### src/hdl/plc_ram.sv
module plc_ram #(
  parameter int WIDTH = 64,
  parameter int DEPTH = 48
) (
  input  logic                     clk,
  input  logic                     wr_en,
  input  logic [$clog2(DEPTH)-1:0] wr_addr,
  input  logic [WIDTH-1:0]         wr_data,
  input  logic [$clog2(DEPTH)-1:0] rd_addr,
  output logic [WIDTH-1:0]         rd_data
);

  logic [WIDTH-1:0] mem [DEPTH];

  always_ff @(posedge clk) begin
    if (wr_en) begin
      mem[wr_addr] <= wr_data;
    end
    rd_data <= mem[rd_addr];
  end

endmodule

### config.mk
export PLATFORM = sky130hd
export DESIGN_NAME = plc_ram
export DESIGN_NICKNAME = d
export VERILOG_FILES = /design/src/hdl/plc_ram.sv
export SDC_FILE = /design/constraint.sdc
export NUM_CORES = 2
export LEC_CHECK = 0
export ABC_AREA = 0
export BUFFER_PORTS_ARGS = -buffer_cell sky130_fd_sc_hd__clkbuf_2
export CAP_MARGIN = 20
export CORE_MARGIN = 2
export CORE_UTILIZATION = 46
export DETAILED_ROUTE_END_ITERATION = 8
export PLACE_DENSITY = 0.6
export SLEW_MARGIN = 20
export SYNTH_ARGS = -nofsm -noshare
export SYNTH_HDL_FRONTEND = slang
export SYNTH_SLANG_ARGS = --single-unit
### constraint.sdc
create_clock -name clk -period 6.8 [get_ports clk]
set_clock_uncertainty 0.15 [all_clocks]
set_input_delay 1.02 -clock clk [delete_from_list [all_inputs] [get_ports clk]]
set_output_delay 1.02 -clock clk [all_outputs]
set_load 0.02 [all_outputs]
==> impl_metrics.tcl <==
set metrics [dict create \
    finalSetupViolCount 0 \
    clock_latency_ns 0.96 \
    relSlewSlack_pct 19.7 \
    syn-num-nets 5235 \
    timing.rr.end "rd_data[46]" \
    cts_resized 0 \
    ys_warn_count 0 \
    die_area_um2 262000 \
    min_path_type "in -> reg" \
    stdcell_count 9138 \
    grt_pass1_vias 57311 \
    drive_gt1_share_pct 26.1 \
    design.core.area_um2 256000 \
    gp_congestion 0.757 \
    die_h_um 512 \
    pre_cts_ws_ns 2.48 \
    synth_edf_count 3072 \
    setup_tns_ns 0 \
    crit_path_top_delay_cell "or2_4" \
    drt-initial-drc-count 6590 \
    crit_path_start_kind "input port" \
    synth_largest_area_cell "edfxtp_1" \
    post-route-worst-setup-slack_ns 3.39 \
    max_freq_mhz 293 \
    rrSetupSlack_ns 4.61 \
    areaGrowthSynthToFinish_pct 13.1 \
    finalCritPeriodShare_pct 50.2 \
    ys_ff_latch 3136 \
    worstReg2RegStart "mem[24][46]" \
    cts_max_path_buffers 4 \
    fillers 19722 \
    routed_via_density 6.20 \
    cp_num_cells 8 \
    maxCapViolCount 0 \
    dp.final_hpwl_um 161000 \
    cts_sinks 3136 \
    hold_buffers 0 \
    crit_top_cell "buf_4" \
    numCtsBuffers 329 \
    vias 56637 \
    numPortBuffers 141 \
    ir_drop_mv 0.232 \
    critPathCapture "rd_data[12]" \
    dpl.cell_count 8558 \
    finalHoldViolCount 0 \
    syn_inst 5157 \
    synthTopCellsByArea "edfxtp_1 (78%), mux4_2 (13%), mux2i_1 (2.6%)" \
    arrival_ns 4.06 \
    worstMarginPinSlew_ns 1.20 \
    ant_nets 0 \
    cp_cell_sequence "buf_8, buf_4, or2_4, buf_4, o22ai_1, o31ai_1, a21oi_1, a211o_1" \
    io_pins 142 \
    avgSynthCellArea_um2 23.0 \
    cts-root-buf "clkbuf_16" \
    worstSetupStartpoint "rd_addr[2]" \
    grt_max_degree 102 \
    cts_tree "yes" \
    fin_crit_ns 3.41 \
    worstPathRequired_ns 7.45 \
    grt_pass1_wl_um 434000 \
    dr.pass1.iters 5 \
    synthArstFlopShare_pct 0 \
    crit_type "in -> reg" \
    syn_area_um2 118000 \
    cp-end-kind "register" \
    initial_core_util_pct 46.2 \
    synth_ff_type "edfxtp_1" \
    antenna_found_initial 14 \
    post-cts-setup-buffers 0 \
    post_drt_wl_per_cell_um 33.6 \
    leakagePower_uw 0.0425 \
    slew_viol_final 0 \
    ys_seq_area_share_pct 78.9 \
    gr-usage-all-layers_pct 23.4 \
    rsz0062_at_grt "no" \
    drc_errors 0 \
    critPathMaxFanout 44 \
    synth_top_cell_area_share_pct 77.8 \
    wl_um 307000 \
    die_w_um 512 \
    clk_pin_slew_ns 0.06 \
    synth_cell_types 39 \
    crit_buf_inv 3 \
    status "finished clean" \
    cpLargestDelayFamily "buffers and inverters" \
    row_count 186 \
    p_total_uw 40300 \
    powerDensity_nw_per_um2 300 \
    overflow 0 \
    fin_nets 5583 \
    cpPeakStageDelay_ns 0.75 \
    cts.htree.levels 5 \
    reg2reg_depth 5 \
]
synthesized netlist by cell type, types with 4 or more instances:
library cell / instances
a211oi_1: 7
mux2i_1: 310
a211o_1: 30
o2111ai_1: 4
o22ai_1: 107
nand4_1: 7
o221ai_1: 37
nand2b_1: 11
clkbuf_1: 127
a221oi_1: 16
or3_1: 30
buf_1: 21
o21ai_0: 28
a22oi_1: 71
o21ai_1: 10
a21oi_1: 73
nand3_1: 20
nor3_1: 4
nor2b_1: 13
nand2_1: 56
buf_6: 36
buf_2: 65
nor2_1: 66
mux4_2: 700
and2_1: 32
buf_4: 40
o31ai_1: 36
edfxtp_1: 3072
o211ai_1: 30
a22o_1: 17
dfxtp_1: 64
per-layer routing:
metal  part of all wire, %  global-route usage (%)
met3                   7.8                    4.26
met4                   2.2                    5.61
met2                    49                    37.6
met1                    41                    33.3
met5                 0.068                       0
worst register-to-register path, cell delays in order, from the launching register on:
cell	delay, ns
edfxtp_1	0.38
mux4_2	0.49
nor2_1	0.14
a2111oi_0	0.09
o31ai_1	0.63
o21ai_1	0.15
sequential cells by signal, summed over array words and instances (netlist names):
name / cells
rd_data: 64
mem: 3072
cell type report:
class / count / area (um^2) / share of cell area, %
clock inverter: 147 / 1150 / 0.858
tap: 3384 / 4230 / 3.16
multi-input combinational: 1731 / 23800 / 17.8
sequential: 3136 / 93500 / 69.8
antenna: 7 / 17.5 / 0.0131
timing repair buffer: 306 / 2400 / 1.79
clock buffer: 426 / 8850 / 6.61
inverter: 1 / 6.26 / 0.00467
worst min-delay path by stage:
stage | from | endpoint | cells after the start | slack, ns
4_1_cts | rd_addr[3] | rd_data[1] | 3 | 0.46
5_1_grt | rd_addr[3] | rd_data[1] | 3 | 0.48
3_5_place_dp | mem[23][7] | rd_data[7] | 4 | 0.65
2_1_floorplan | mem[30][14] | rd_data[14] | 4 | 0.53
6_report | rd_addr[3] | rd_data[49] | 3 | 0.52
3_3_place_gp | mem[22][7] | rd_data[7] | 4 | 0.64
cells in the final DEF, fill, tap and decap left out, types with 68 or more instances in the layout:
cell type | synthesis | layout
a21oi_1 | 73 | 73
edfxtp_1 | 3072 | 3072
o22ai_1 | 107 | 107
mux4_2 | 700 | 700
a22oi_1 | 71 | 71
clkbuf_1 | 127 | 77
buf_4 | 40 | 134
clkinv_1 | 0 | 68
mux2i_1 | 310 | 310
clkbuf_16 | 0 | 334
clkbuf_2 | 0 | 136
per-stage QoR:
step / hold WS [ns] / cell area (um^2) / util [%]
global route: 0.482 / 134000 / 52.2
detailed placement: 0.645 / 124000 / 48.3
floorplan: 0.528 / 118000 / -
finish: 0.521 / 134000 / 52.2
global placement: 0.637 / 124000 / 48.3
CTS: 0.460 / 134000 / 52.2
logic make-up (layout without fill, tap and decap cells):
| kind of cell | after synthesis | count (layout) | share of synthesized area, % |
|---|---|---|---|
| DFF | 3136 | 3136 | 78.9 |
| muxes | 1010 | 1010 | 15.9 |
| AOI/OAI and AO/OA | 471 | 471 | 2.76 |
| buffers and inverters | 290 | 880 | 1.34 |
| and+or+nand+nor | 250 | 250 | 1.05 |
| other | 0 | 7 | 0 |
report_power, final:
group / switching [uW] / internal [uW] / leakage (uW)
combinational: 1170 / 677 / 0.00937
clock: 7100 / 9820 / 0.00491
sequential: 88.8 / 21400 / 0.0282
total: 8360 / 31900 / 0.0425
(Power assumes the default switching activity.)
