<file path="config.mk">
export PLATFORM = sky130hd
export DESIGN_NAME = plc_div
export DESIGN_NICKNAME = d
export VERILOG_FILES = /design/src/hdl/plc_pkg.sv /design/src/hdl/plc_div.sv
export SDC_FILE = /design/constraint.sdc
export NUM_CORES = 1
export LEC_CHECK = 0
export ABC_CLOCK_PERIOD_IN_PS = 6600
export BUFFER_PORTS_ARGS = -buffer_cell sky130_fd_sc_hd__buf_2
export CORE_UTILIZATION = 60
export CTS_CLUSTER_SIZE = 28
export DETAILED_ROUTE_END_ITERATION = 16
export GPL_TIMING_DRIVEN = 0
export PLACE_DENSITY = 0.92
export REMOVE_ABC_BUFFERS = 1
export SETUP_SLACK_MARGIN = 0.15
export SKIP_CTS_REPAIR_TIMING = 1
export SLEW_MARGIN = 20
export SYNTH_ARGS = -nofsm -noshare
export SYNTH_HDL_FRONTEND = slang
export SYNTH_SLANG_ARGS = --single-unit
</file>
<file path="constraint.sdc">
create_clock -name clk -period 6.6 [get_ports clk]
set_clock_uncertainty 0.15 [all_clocks]
set_input_delay 0.99 -clock clk [delete_from_list [all_inputs] [get_ports clk]]
set_output_delay 0.99 -clock clk [all_outputs]
set_load 0.01 [all_outputs]
</file>
<file path="src/hdl/plc_pkg.sv">
package plc_pkg;

  localparam int CFG_IDX_BITS = 2;
  localparam int CFG_DATA_BITS = 7;
  localparam logic [CFG_IDX_BITS-1:0] CFG_MATCH_RADIUS = 2'd0;
  localparam logic [CFG_IDX_BITS-1:0] CFG_MIN_SIZE = 2'd1;

  localparam logic [CFG_DATA_BITS-1:0] RADIUS_RESET = 7'd10;
  localparam logic [CFG_DATA_BITS-1:0] MIN_SIZE_RESET = 7'd20;

  localparam int COLOR_BITS = 3;
  localparam int COUNT_BITS = 16;
  localparam int DROP_BITS = 8;
  localparam int DEN_BITS = COUNT_BITS + 1;
  localparam int LIM_BITS = 22;

  localparam logic [COUNT_BITS-1:0] COUNT_MAX = 16'hFFFF;
  localparam logic [DROP_BITS-1:0] DROP_MAX = 8'hFF;
  localparam logic [3:0] CM_TO_MM = 4'd10;

endpackage

</file>
<file path="src/hdl/plc_div.sv">
module plc_div import plc_pkg::*; #(
  parameter int COORD_BITS = 16
) (
  input  logic                           clk,
  input  logic                           rst,
  input  logic                           start,
  input  logic signed [COORD_BITS+17:0]  num,
  input  logic [DEN_BITS-1:0]            den,
  output logic                           done,
  output logic signed [COORD_BITS-1:0]   quot
);

  localparam int NW = COORD_BITS + 18;
  localparam int CW = $clog2(COORD_BITS + 1);

  logic                  busy;
  logic [CW-1:0]         cnt;
  logic [DEN_BITS-1:0]   rem;
  logic [DEN_BITS-1:0]   dreg;
  logic [COORD_BITS-1:0] sh;
  logic                  neg;

  logic signed [NW:0] num_ext;
  logic [NW:0]        mag;
  logic [NW:0]        biased;
  logic [DEN_BITS:0]  trial;
  logic               ge;
  logic [DEN_BITS:0]  diff;

  // Rounding to nearest, ties away from zero: add half the divisor to the magnitude.
  assign num_ext = {num[NW-1], num};
  assign mag = num_ext[NW] ? (NW+1)'(-num_ext) : num_ext;
  assign biased = mag + (NW+1)'(den >> 1);

  assign trial = {rem, sh[COORD_BITS-1]};
  assign ge = trial >= {1'b0, dreg};
  assign diff = trial - {1'b0, dreg};
  assign quot = neg ? -$signed(sh) : $signed(sh);

  always_ff @(posedge clk) begin
    if (rst) begin
      busy <= 1'b0;
      done <= 1'b0;
      cnt <= '0;
    end else begin
      done <= 1'b0;
      if (start) begin
        busy <= 1'b1;
        cnt <= CW'(COORD_BITS);
        neg <= num[NW-1];
        dreg <= den;
        rem <= biased[COORD_BITS+DEN_BITS-1:COORD_BITS];
        sh <= biased[COORD_BITS-1:0];
      end else if (busy) begin
        rem <= ge ? diff[DEN_BITS-1:0] : trial[DEN_BITS-1:0];
        sh <= {sh[COORD_BITS-2:0], ge};
        cnt <= cnt - 1'b1;
        if (cnt == CW'(1)) begin
          busy <= 1'b0;
          done <= 1'b1;
        end
      end
    end
  end

endmodule

</file>
==> results of run 1 <==
-- how the worst max path moves through the flow --
stage,endpoint,depth (start not counted)
finish,rem[15]$_DFFE_PP_,14
CTS,rem[15]$_DFFE_PP_,14
floorplan,rem[15]$_DFFE_PP_,12
global route,rem[15]$_DFFE_PP_,14
detailed placement,rem[15]$_DFFE_PP_,14
global placement,rem[15]$_DFFE_PP_,14
-- power groups by stage --
stage               registers [mW]  logic [mW]  clock network (mW)
CTS                          0.476       0.523               0.395
detailed placement           0.483       0.511                   0
global route                 0.481       0.579               0.410
floorplan                    0.476       0.366                   0
global placement             0.482       0.485                   0
finish                       0.477       0.535               0.396
-- state kept, by name (all words and copies together), names as in the netlist --
name  count
busy      1
cnt       5
done      1
dreg     17
neg       1
rem      17
sh       16
-- metrics by stage --
step	hold WS, ns	worst slack [ns]	util (%)	cell area, um^2	instances
after floorplan	0.319	1.63	-	5460	599
after global placement	0.335	0.868	67.2	5950	777
after detailed placement	0.396	0.734	67.7	5990	779
after CTS	0.407	0.965	70.4	6230	795
after global routing	0.454	0.659	70.5	6230	795
final	0.424	0.850	70.5	6230	795
-- synthesized netlist by cell type, drive strengths merged, types with 8 or more instances --
master	number
nor3	26
inv	29
a21oi	30
a21o	16
xnor2	62
o21ai	31
or4	12
nand2	43
or3	16
nand2b	9
xor2	18
edfxtp	51
mux2	15
a211oi	19
nor4	8
nor2	42
nand4	10
nand3	12
o31ai	23
clkbuf	16
ha	39
-- logic make-up (layout without fill, tap and decap cells) --
family	count (synthesis)	after routing	synth area share, %
compound gates	170	170	21.1
xor+xnor	80	80	12.6
fa+ha+maj	41	41	9.49
buf+inv	52	117	3.73
flops	58	58	30.1
mux	15	15	3.04
simple gates	206	206	19.9
-- tightest hold or removal path, stage by stage, from the launching register on --
cell and delay, ns:
sky130_fd_sc_hd__dfxtp_1 0.33, sky130_fd_sc_hd__nor2_1 0.11, sky130_fd_sc_hd__a2111oi_0 0.08
-- area by class of cell --
type / count / area, um^2
Clock buffer: 11 / 174
Fill cell: 667 / 2610
Timing Repair Buffer: 72 / 385
Sequential cell: 58 / 1670
Clock inverter: 5 / 65.1
Tap cell: 108 / 135
Multi-Input combinational cell: 512 / 3690
Inverter: 29 / 109
-- metal layers --
metal,track usage (%),routed length [um]
met1,39.5,5800
met2,55.9,7490
met3,6.23,1470
met4,18.3,816
met5,0,0
==> metrics.log, run 1 <==
INFO  metric netlist_area_pre_place = 0.00556 mm^2
INFO  metric critical_path.cell_chain = buf_2 > nor3_1 > nand2_1 > o21ai_0 > xnor2_1 > ha_1 > nand2_1 > nor4b_1 > a2111oi_0 > o31ai_1 > o21ai_0 > or3_1 > or4_1 > a31o_1
INFO  metric vdd_drop_max = 123 uV
INFO  metric worstSetupStartpointType = primary input
INFO  metric critPathMaxFanout = 8
INFO  metric tightest_slew = 1.05 ns
INFO  metric power_share_of_the_sequential_group = 33.9%
INFO  metric layout_min_cycle_time = 5.75 ns
INFO  metric crit_type = primary input to flip-flop
INFO  metric netSwitchingPower = 0.512 mW
INFO  metric die_x_extent = 98.3 um
INFO  metric cpPeakStageDelay = 0.70 ns
INFO  metric drt-initial-drc-count = 447
INFO  metric route.antenna.remaining_nets = 0
INFO  metric cts_max_level = 3
INFO  metric area_delta_synth_final = 12.1%
INFO  metric critical-path-top-delay-family = simple AND/OR/NAND/NOR gates
INFO  metric post-route-period-util = 87.1%
INFO  metric cp_data_required_time = 6.55 ns
INFO  metric power.switching_fraction = 36.4%
INFO  metric routed_wirelength = 15600 um
INFO  metric total_power = 1.41 mW
INFO  metric tritoncts_num_sinks = 58
INFO  metric nNetsFinal = 777
INFO  metric drive_gt1_share = 17.8%
INFO  metric synth_top_flop_cell = sky130_fd_sc_hd__edfxtp_1
INFO  metric slew_viol_final = 0
INFO  metric regToRegSetupSlack = 2.70 ns
INFO  metric route.detailed.wl_per_inst = 19.6 um
INFO  metric critical_path_buf_inv_count = 1
INFO  metric clock_tree.buffer_depth = 2
INFO  metric core.rowCount = 34
INFO  metric cts.clk_slew.worst_paths = 0.08 ns
INFO  metric timing.critical_path.slowest_stage_cell = sky130_fd_sc_hd__nor3_1
INFO  metric fmax = 174 MHz
INFO  metric worst_ep_arrival_time = 5.70 ns
INFO  metric synth_enable_flop_cells = 51
INFO  metric drv.max_cap_violation_count = 0
INFO  metric fin_tns_setup = 0 ns
INFO  metric outcome = finished, final reports clean
INFO  metric grt_setup_unrepaired = no
INFO  metric crit-reg2reg-capture = rem[10]$_DFFE_PP_
INFO  metric synth.largest_area_cell = sky130_fd_sc_hd__edfxtp_1
INFO  metric grt_first_pass_wirelength = 24800 um
INFO  metric clk_root_buffer_cell = sky130_fd_sc_hd__clkbuf_8
INFO  metric core-area = 0.00885 mm^2
INFO  metric timing.hold.worst_endpoint = cnt[1]$_SDFFE_PP0P_
INFO  metric area_share_of_the_largest_cell_type_after_synthesis = 27.5%
INFO  metric cellPowerDensity = 226 mW/mm^2
INFO  metric syn_area_per_cell = 8.94 um^2
INFO  metric drc = 0
INFO  metric port_buffers = 70
INFO  metric most-common-layout-cells = sky130_fd_sc_hd__buf_2, sky130_fd_sc_hd__xnor2_1, sky130_fd_sc_hd__edfxtp_1
INFO  metric initial_core_util = 62.9%
INFO  metric setup.worst_path.end_class = flip-flop
INFO  metric worst_setup_path_startpoint = num[3]
INFO  metric hold_viol = 0
INFO  metric track_usage = 33.0%
INFO  metric synth_cell_types = 64
INFO  metric place.detailed.hpwl = 11500 um
INFO  metric holdCritPathClass = flip-flop to flip-flop
INFO  metric top_level_ports = 71
INFO  metric setup_violations = 0
INFO  metric clock_tree_from_tritoncts = yes
INFO  metric grt_max_degree = 53
INFO  metric power.internal = 0.896 mW
INFO  metric die-area = 0.00966 mm^2
INFO  metric synthesis.instances = 622
INFO  metric static-leakage-power = 2.42 nW
INFO  metric first_global_vias = 5035
INFO  metric hold_start = cnt[1]$_SDFFE_PP0P_
INFO  metric worst_r2r_startpoint = sh[15]$_DFFE_PP_
INFO  metric pwr-share-comb = 38.0%
INFO  metric viasPerCell = 6.75
INFO  metric most_common_cell_after_layout_fill_and_taps_aside = sky130_fd_sc_hd__buf_2
INFO  metric num_antenna_cells = 0
INFO  metric ys_seq_area_share = 30.1%
INFO  metric globalRouteOverflowTotal = 0
INFO  metric ys_top_cells_by_area = sky130_fd_sc_hd__edfxtp_1, sky130_fd_sc_hd__xnor2_1, sky130_fd_sc_hd__ha_1
INFO  metric insertion_delay = 0.36 ns
INFO  metric whs_path_depth = 2
INFO  metric detailroute.via_count = 5365
INFO  metric r2r_cells = 11
INFO  metric grt_antenna_before_repair = 0
INFO  metric postSynthRegisterBits = 58
INFO  metric synth-warning-count = 0
INFO  metric detail_route.first_pass.iterations = 8
INFO  metric postSynth.asyncResetShare = 0%
INFO  metric cts_inserted_buffers = 9
INFO  metric share_clk_of_total_power = 28.1%
INFO  metric max-slew-margin-rel = 29.7%
INFO  metric dieHeight = 98.3 um
INFO  metric gp_congestion = 1.02
Note: power is estimated with default switching activity, not from simulation.
==> run 2, diff against run 1 <==
Settings changed: CORE_UTILIZATION 60 to 52, PLACE_DENSITY 0.92 to 0.83.
==> run 2 against run 1 <==
Die area grew 15%. Final cell count up 3.5%. Largest power group unchanged. Sequential share of layout area about the same. Critical endpoint unchanged. Largest cell class unchanged. Via count decreased by 3.7%. Flip-flop and latch count did not move. Hold slack worse by 0.036 ns.
==> metrics.log, run 2 (same netlist as run 1, synthesis figures left out) <==
INFO  metric cellPowerDensity = 212 mW/mm^2 (-6.3%)
INFO  metric static-leakage-power = 2.41 nW (-0.62%)
INFO  metric regToRegSetupSlack = 2.78 ns (+0.08 ns)
INFO  metric route.antenna.remaining_nets = 0 (unchanged)
INFO  metric cts_inserted_buffers = 9 (unchanged)
INFO  metric viasPerCell = 6.28 (-7.0%)
INFO  metric first_global_vias = 4816 (-4.3%)
INFO  metric worst_ep_arrival_time = 5.64 ns (-0.06 ns)
INFO  metric grt_first_pass_wirelength = 23400 um (-5.9%)
INFO  metric post-route-util = 60.1% (-10 points)
INFO  metric core-area = 0.0104 mm^2 (+17%)
INFO  metric insertion_delay = 0.34 ns (-0.02 ns)
INFO  metric holdCritPathClass = flip-flop to flip-flop
INFO  metric drt-initial-drc-count = 433 (-3.1%)
INFO  metric final.setup.worst_slack = 0.894 ns (+0.0444 ns)
INFO  metric fin_worst_hold_slack = 0.388 ns (-0.0363 ns)
INFO  metric netSwitchingPower = 0.477 mW (-6.9%)
INFO  metric crit-reg2reg-capture = rem[12]$_DFFE_PP_
INFO  metric critPathMaxFanout = 8 (unchanged)
INFO  metric num_antenna_cells = 0 (unchanged)
INFO  metric timing.hold.worst_endpoint = cnt[1]$_SDFFE_PP0P_
INFO  metric hold_viol = 0 (unchanged)
INFO  metric cts_max_level = 3 (unchanged)
INFO  metric max-slew-margin-rel = 32.5% (+2.8 points)
INFO  metric tightest_slew = 1.01 ns (-0.0416 ns)
INFO  metric pwr-share-comb = 39.6% (+1.6 points)
INFO  metric setup_violations = 0 (unchanged)
INFO  metric nNetsFinal = 777 (unchanged)
INFO  metric outcome = finished, final reports clean
INFO  metric most_common_cell_after_layout_fill_and_taps_aside = sky130_fd_sc_hd__buf_2
INFO  metric drive_gt1_share = 17.6% (-0.15 points)
INFO  metric layout_min_cycle_time = 5.71 ns (-0.0443 ns)
INFO  metric clk_root_buffer_cell = sky130_fd_sc_hd__clkbuf_8
INFO  metric cts.clk_slew.worst_paths = 0.07 ns (about the same)
INFO  metric globalRouteOverflowTotal = 0 (unchanged)
INFO  metric track_usage = 26.4% (-6.6 points)
INFO  metric fmax = 175 MHz (+0.78%)
INFO  metric crit_type = primary input to flip-flop
INFO  metric grt_antenna_before_repair = 0 (unchanged)
INFO  metric drc = 0 (unchanged)
INFO  metric power.internal = 0.841 mW (-6.1%)
INFO  metric area_delta_synth_final = 12.0%
INFO  metric share_clk_of_total_power = 24.2% (-3.9 points)
INFO  metric hold_start = cnt[1]$_SDFFE_PP0P_
INFO  metric slew_viol_final = 0 (unchanged)
INFO  metric detail_route.first_pass.iterations = 5 (-3)
INFO  metric die_x_extent = 105 um (+7.3%)
INFO  metric initial_core_util = 53.6% (-9.2 points)
INFO  metric core.rowCount = 37 (+8.8%)
INFO  metric port_buffers = 70 (unchanged)
INFO  metric grt_setup_unrepaired = no
INFO  metric r2r_cells = 11 (unchanged)
INFO  metric post-route-period-util = 86.4% (-0.67 points)
INFO  metric tritoncts_num_sinks = 58 (unchanged)
INFO  metric routed_wirelength = 14300 um (-8.1%)
INFO  metric worstSetupStartpointType = primary input
INFO  metric dieHeight = 105 um (+7.3%)
INFO  metric most-common-layout-cells = sky130_fd_sc_hd__buf_2, sky130_fd_sc_hd__xnor2_1, sky130_fd_sc_hd__edfxtp_1
INFO  metric route.detailed.wl_per_inst = 17.4 um (-11%)
INFO  metric grt_max_degree = 53 (unchanged)
INFO  metric worst_r2r_startpoint = sh[15]$_DFFE_PP_
INFO  metric place.detailed.hpwl = 11200 um (-3.1%)
INFO  metric cp_data_required_time = 6.54 ns (about the same)
INFO  metric top_level_ports = 71 (unchanged)
INFO  metric power.switching_fraction = 36.2% (-0.18 points)
INFO  metric power_share_of_the_sequential_group = 36.1% (+2.2 points)
INFO  metric whs_path_depth = 2 (unchanged)
INFO  metric gp_congestion = 0.943 (-7.7%)
INFO  metric post-place-ws = 0.713 ns (-0.0209 ns)
INFO  metric vdd_drop_max = 127 uV (+3.6%)
INFO  metric largest_regs = dreg: 17 flops, rem: 17 flops, sh: 16 flops
INFO  metric final.fill_count = 909 (+36%)
INFO  metric detailroute.via_count = 5165 (-3.7%)
INFO  metric setup.worst_path.end_class = flip-flop
INFO  metric clock_tree_from_tritoncts = yes
INFO  metric clock_tree.buffer_depth = 2 (unchanged)
INFO  metric die-area = 0.0111 mm^2 (+15%)
INFO  metric fin_tns_setup = 0 ns (unchanged)
INFO  metric drv.max_cap_violation_count = 0 (unchanged)
[run 2: how the worst max path moves through the flow]
stage | startpoint | end | slack, ns | depth (start not counted)
final | num[3] | rem[15]$_DFFE_PP_ | 0.89 | 14
after detailed placement | num[3] | rem[15]$_DFFE_PP_ | 0.71 | 14
after CTS | num[3] | rem[15]$_DFFE_PP_ | 1.01 | 14
after floorplan | num[11] | rem[15]$_DFFE_PP_ | 1.63 | 12
after global placement | num[3] | rem[15]$_DFFE_PP_ | 0.78 | 14
after global routing | num[3] | rem[15]$_DFFE_PP_ | 0.72 | 14
[run 2: power groups by stage]
| stage | Clock (mW) | Sequential [mW] | Combinational (mW) |
|---|---|---|---|
| floorplan | 0 | 0.476 | 0.366 |
| global placement | 0 | 0.482 | 0.490 |
| detailed placement | 0 | 0.483 | 0.509 |
| CTS | 0.320 | 0.475 | 0.515 |
| global route | 0.332 | 0.480 | 0.572 |
| finish | 0.319 | 0.476 | 0.522 |
[run 2: final cells by class]
class,instances,area [um^2],area share (%)
clock buffers,12,166,2.67
inverters,29,109,1.75
well taps,136,170,2.73
flip-flops and latches,58,1670,26.8
repair buffers,72,393,6.31
multi-input cells,512,3690,59.3
clock inverters,4,22.5,0.362
[run 2: worst max-delay path, stage by stage]
cell                        delay (ns)
sky130_fd_sc_hd__buf_2            0.12
sky130_fd_sc_hd__nor3_1           0.71
sky130_fd_sc_hd__nand2_1          0.30
sky130_fd_sc_hd__o21ai_0          0.30
sky130_fd_sc_hd__xnor2_1          0.12
sky130_fd_sc_hd__ha_1             0.34
sky130_fd_sc_hd__nand2_1          0.10
sky130_fd_sc_hd__nor4b_1          0.42
sky130_fd_sc_hd__a2111oi_0        0.28
sky130_fd_sc_hd__o31ai_1          0.43
sky130_fd_sc_hd__o21ai_0          0.26
sky130_fd_sc_hd__or3_1            0.48
sky130_fd_sc_hd__or4_1            0.53
sky130_fd_sc_hd__a31o_1           0.24
[run 2: per-stage QoR]
stage | instances | cell area [um^2] | total power, mW
6_report | 823 | 6230 | 1.32
4_1_cts | 823 | 6230 | 1.31
5_1_grt | 823 | 6230 | 1.38
3_3_place_gp | 805 | 5980 | 0.972
3_5_place_dp | 807 | 6040 | 0.992
2_1_floorplan | 599 | 5460 | 0.842
[run 2: per-layer routing]
| metal | global-route usage [%] | up-vias | routed length (um) |
|---|---|---|---|
| li1 | - | 2478 | - |
| met1 | 35.0 | 2403 | 6130 |
| met2 | 42.9 | 241 | 6700 |
| met3 | 3.59 | 43 | 1020 |
| met4 | 11.8 | 0 | 466 |
| met5 | 0 | - | 0 |
==> run 3, diff against run 2 <==
Settings changed: ABC_AREA set to 1, PLACE_DENSITY 0.83 to 0.82.
==> run 3 against run 2 <==
Sequential share of layout area fell by 2.4 points. Sequential power fell by 2%. Synthesized cell count rose by 41%. Flip-flop and latch count did not move. Utilization rose by 1.8 points. Largest power group unchanged. Setup slack improved by 1.6 ns. Critical endpoint is now rem[5]$_DFFE_PP_. Hold slack got worse by 0.058 ns. Fmax rose by 38%.
==> metrics.log, run 3 <==
INFO  metric tightest_slew = 0.738 ns (-0.275 ns)
INFO  metric route.antenna.remaining_nets = 0 (unchanged)
INFO  metric cts_inserted_buffers = 9 (unchanged)
INFO  metric fmax = 242 MHz (+38%)
INFO  metric core.rowCount = 38 (+2.7%)
INFO  metric most_common_cell_after_layout_fill_and_taps_aside = sky130_fd_sc_hd__nand2_1
INFO  metric cts.clk_slew.worst_paths = 0.05 ns (-0.02 ns)
INFO  metric holdCritPathClass = flip-flop to flip-flop
INFO  metric largest_regs = dreg: 17 flops, rem: 17 flops, sh: 16 flops
INFO  metric worst_ep_arrival_time = 4.06 ns (-1.58 ns)
INFO  metric synthesis.instances = 875 (+41%)
INFO  metric grt_setup_unrepaired = no
INFO  metric initial_core_util = 54.5% (+0.85 points)
INFO  metric post_synth_xor_area_fraction = 7.98% (-4.6 points)
INFO  metric detail_route.first_pass.iterations = 5 (unchanged)
INFO  metric hold_start = cnt[4]$_SDFFE_PP0N_
INFO  metric area_share_of_the_largest_cell_type_after_synthesis = 25.4% (-2.2 points)
INFO  metric post-route-util = 61.8% (+1.8 points)
INFO  metric worstSetupStartpointType = primary input
INFO  metric yosysMostFrequentCell = sky130_fd_sc_hd__nand2_1
INFO  metric yosys-top-cells-count = sky130_fd_sc_hd__nand2_1, sky130_fd_sc_hd__inv_1, sky130_fd_sc_hd__nor2_1
INFO  metric insertion_delay = 0.33 ns (about the same)
INFO  metric route.detailed.wl_per_inst = 14.0 um (-20%)
INFO  metric synth-warning-count = 0 (unchanged)
INFO  metric power.internal = 0.923 mW (+9.7%)
INFO  metric critPathMaxFanout = 39 (+31)
INFO  metric power_share_of_the_sequential_group = 32.7% (-3.4 points)
INFO  metric ys_top_cells_by_area = sky130_fd_sc_hd__edfxtp_1, sky130_fd_sc_hd__nand2_1, sky130_fd_sc_hd__ha_1
INFO  metric worst_r2r_startpoint = rem[10]$_DFFE_PP_
INFO  metric synthMuxAreaShare = 0% (-3.0 points)
INFO  metric area_delta_synth_final = 13.4%
INFO  metric total_power = 1.43 mW (+8.3%)
INFO  metric ys_seq_area_share = 27.7% (-2.4 points)
INFO  metric cp_data_required_time = 6.53 ns (about the same)
INFO  metric postSynthRegisterBits = 58 (unchanged)
INFO  metric synth_compound_gate_area_share = 12.8% (-8.4 points)
INFO  metric cellPowerDensity = 208 mW/mm^2 (-1.5%)
INFO  metric core-area = 0.0111 mm^2 (+6.8%)
INFO  metric drv.max_cap_violation_count = 0 (unchanged)
INFO  metric worst_setup_path_startpoint = num[33]
INFO  metric regArea = 0.00167 mm^2 (unchanged)
INFO  metric cpPeakStageDelay = 0.53 ns (-0.18 ns)
INFO  metric place.detailed.hpwl = 12200 um (+9.2%)
INFO  metric cts_max_level = 3 (unchanged)
INFO  metric arithmetic_cell_share_of_the_synthesized_area_counting_full_adders_half_adders_and_majority_gates = 8.75% (-0.75 points)
INFO  metric slew_viol_final = 0 (unchanged)
INFO  metric tritoncts_num_sinks = 58 (unchanged)
INFO  metric most-common-layout-cells = sky130_fd_sc_hd__nand2_1, sky130_fd_sc_hd__inv_1, sky130_fd_sc_hd__nor2_1
INFO  metric outcome = finished, final reports clean
INFO  metric num_antenna_cells = 0 (unchanged)
INFO  metric static-leakage-power = 3.32 nW (+38%)
INFO  metric placed_area = 0.00656 mm^2 (+8.6%)
INFO  metric globalRouteOverflowTotal = 0 (unchanged)
INFO  metric power.switching_fraction = 35.3% (-0.84 points)
INFO  metric syn_area_per_cell = 6.90 um^2 (-23%)
INFO  metric synth_area_in_simple_gates = 34.9% (+15 points)
INFO  metric clock_tree.buffer_depth = 2 (unchanged)
INFO  metric post-place-ws = 2.13 ns (+1.41 ns)
INFO  metric die_x_extent = 110 um (+4.1%)
INFO  metric crit_path_frequent_cell = sky130_fd_sc_hd__nand2_1
INFO  metric drc = 0 (unchanged)
INFO  metric die-area = 0.0120 mm^2 (+8.4%)
INFO  metric clock_tree_from_tritoncts = yes
INFO  metric vdd_drop_max = 128 uV (+0.46%)
INFO  metric netSwitchingPower = 0.504 mW (+5.8%)
INFO  metric synth_enable_flop_cells = 51 (unchanged)
INFO  metric drive_gt1_share = 14.6% (-3.0 points)
INFO  metric clk_root_buffer_cell = sky130_fd_sc_hd__clkbuf_16
INFO  metric nNetsFinal = 1039 (+34%)
INFO  metric synth_top_family_by_area = simple AND/OR/NAND/NOR gates
INFO  metric grt_first_pass_wirelength = 25200 um (+7.9%)
INFO  metric max-slew-margin-rel = 50.7% (+18 points)
INFO  metric critical_path.cell_chain = buf_2 > clkinv_1 > a21oi_1 > xor2_1 > ha_1 > nand2_1 > inv_1 > nand2_1 > nand2_1 > a21oi_1 > nand2_1 > nand4_1 > nand3_1 > nand2_1 > a21oi_1 > o21ai_1 > nand2_1
INFO  metric drt-initial-drc-count = 405 (-6.5%)
INFO  metric setup.worst_path.end_class = flip-flop
INFO  metric grt_antenna_before_repair = 0 (unchanged)
INFO  metric timing.critical_path.slowest_stage_cell = sky130_fd_sc_hd__buf_2
INFO  metric area_occupied_by_multi_input_gates = 0.00390 mm^2 (+5.6%)
INFO  metric post-route-period-util = 62.5% (-24 points)
INFO  metric dieHeight = 110 um (+4.1%)
INFO  metric hold_viol = 0 (unchanged)
INFO  metric track_usage = 27.3% (+0.85 points)
INFO  metric share_clk_of_total_power = 31.6% (+7.4 points)
INFO  metric pwr-share-comb = 35.7% (-3.9 points)
INFO  metric detailroute.via_count = 5884 (+14%)
INFO  metric final.setup.worst_slack = 2.47 ns (+1.58 ns)
INFO  metric grt_max_degree = 42 (-21%)
INFO  metric top_level_ports = 71 (unchanged)
INFO  metric layout_min_cycle_time = 4.13 ns (-1.58 ns)
INFO  metric synth.largest_area_cell = sky130_fd_sc_hd__edfxtp_1
INFO  metric first_global_vias = 5498 (+14%)
INFO  metric synth_cell_types = 46 (-28%)
INFO  metric port_buffers = 70 (unchanged)
INFO  metric postSynth.asyncResetShare = 0% (unchanged)
INFO  metric setup_violations = 0 (unchanged)
INFO  metric crit_type = primary input to flip-flop
INFO  metric gp_congestion = 0.936 (-0.80%)
INFO  metric final.fill_count = 1046 (+15%)
INFO  metric fin_tns_setup = 0 ns (unchanged)
INFO  metric post-route-cell-area = 0.00685 mm^2 (+9.9%)
INFO  metric netlist_area_pre_place = 0.00604 mm^2 (+8.5%)
INFO  metric routed_wirelength = 15200 um (+6.1%)
INFO  metric synth_top_flop_cell = sky130_fd_sc_hd__edfxtp_1
INFO  metric viasPerCell = 5.40 (-14%)
==> run 3: cell count changes after synthesis, moves of 23 or more <==
cell | previous run | this run
sky130_fd_sc_hd__nand2_1 | 43 | 225
sky130_fd_sc_hd__inv_1 | 28 | 104
sky130_fd_sc_hd__nand3_1 | 11 | 64
sky130_fd_sc_hd__nor2_1 | 42 | 93
sky130_fd_sc_hd__xnor2_1 | 62 | 13
sky130_fd_sc_hd__xor2_1 | 18 | 42
sky130_fd_sc_hd__o31ai_1 | 23 | 0
==> run 3: path summary, 6_finish.rpt <==
| path | slack (ns) | cells after the start | to |
|---|---|---|---|
| worst min-delay path | 0.33 | 2 | cnt[4]$_SDFFE_PP0N_ |
| worst min register to register | 0.33 | 2 | cnt[4]$_SDFFE_PP0N_ |
| worst max register to register | 3.25 | 9 | rem[11]$_DFFE_PP_ |
| worst max-delay path | 2.47 | 17 | rem[5]$_DFFE_PP_ |
==> run 3: critical path: cells and delay by family <==
| kind | cells | cell delay [ns] |
|---|---|---|
| xor gates and xnor gates | 1 | 0.31 |
| adders and majority gates | 1 | 0.34 |
| and+or+nand+nor | 8 | 0.81 |
| AOI/OAI and AO/OA | 4 | 0.57 |
| buffers and inverters | 3 | 1.03 |
==> run 3: area by class of cell <==
class	count	share of cell area, %
clock buffers	10	3.34
clock inverters	6	0.841
inverters	108	5.92
multi-input cells	694	57.0
flip-flops and latches	58	24.4
well taps	140	2.56
repair buffers	73	5.96
==> run 3: cells by family after synthesis <==
kind of cell,count (synthesis)
AOI/OAI and AO/OA,136
xor gates and xnor gates,55
adders and majority gates,41
buffers and inverters,123
DFF,58
and+or+nand+nor,462
==> run 3: power by group through the flow <==
stage,Clock (mW),Combinational [mW],Sequential (mW)
final,0.451,0.509,0.467
after global routing,0.466,0.569,0.471
after CTS,0.450,0.504,0.467
after detailed placement,0,0.499,0.474
after global placement,0,0.482,0.474
after floorplan,0,0.358,0.469
==> run 3: per-layer routing <==
| layer | vias to the layer above | wire (um) | global-route usage, % |
|---|---|---|---|
| met4 | 0 | 360 | 9.52 |
| met2 | 187 | 7070 | 45.3 |
| li1 | 3037 | - | - |
| met5 | - | 0 | 0 |
| met1 | 2635 | 6820 | 35.8 |
| met3 | 25 | 946 | 4.45 |
==> run 3: per-stage QoR <==
stage / std cells / hold WS (ns)
2_1_floorplan: 860 / 0.292
3_3_place_gp: 1070 / 0.309
3_5_place_dp: 1073 / 0.324
4_1_cts: 1089 / 0.332
5_1_grt: 1089 / 0.350
6_report: 1089 / 0.330
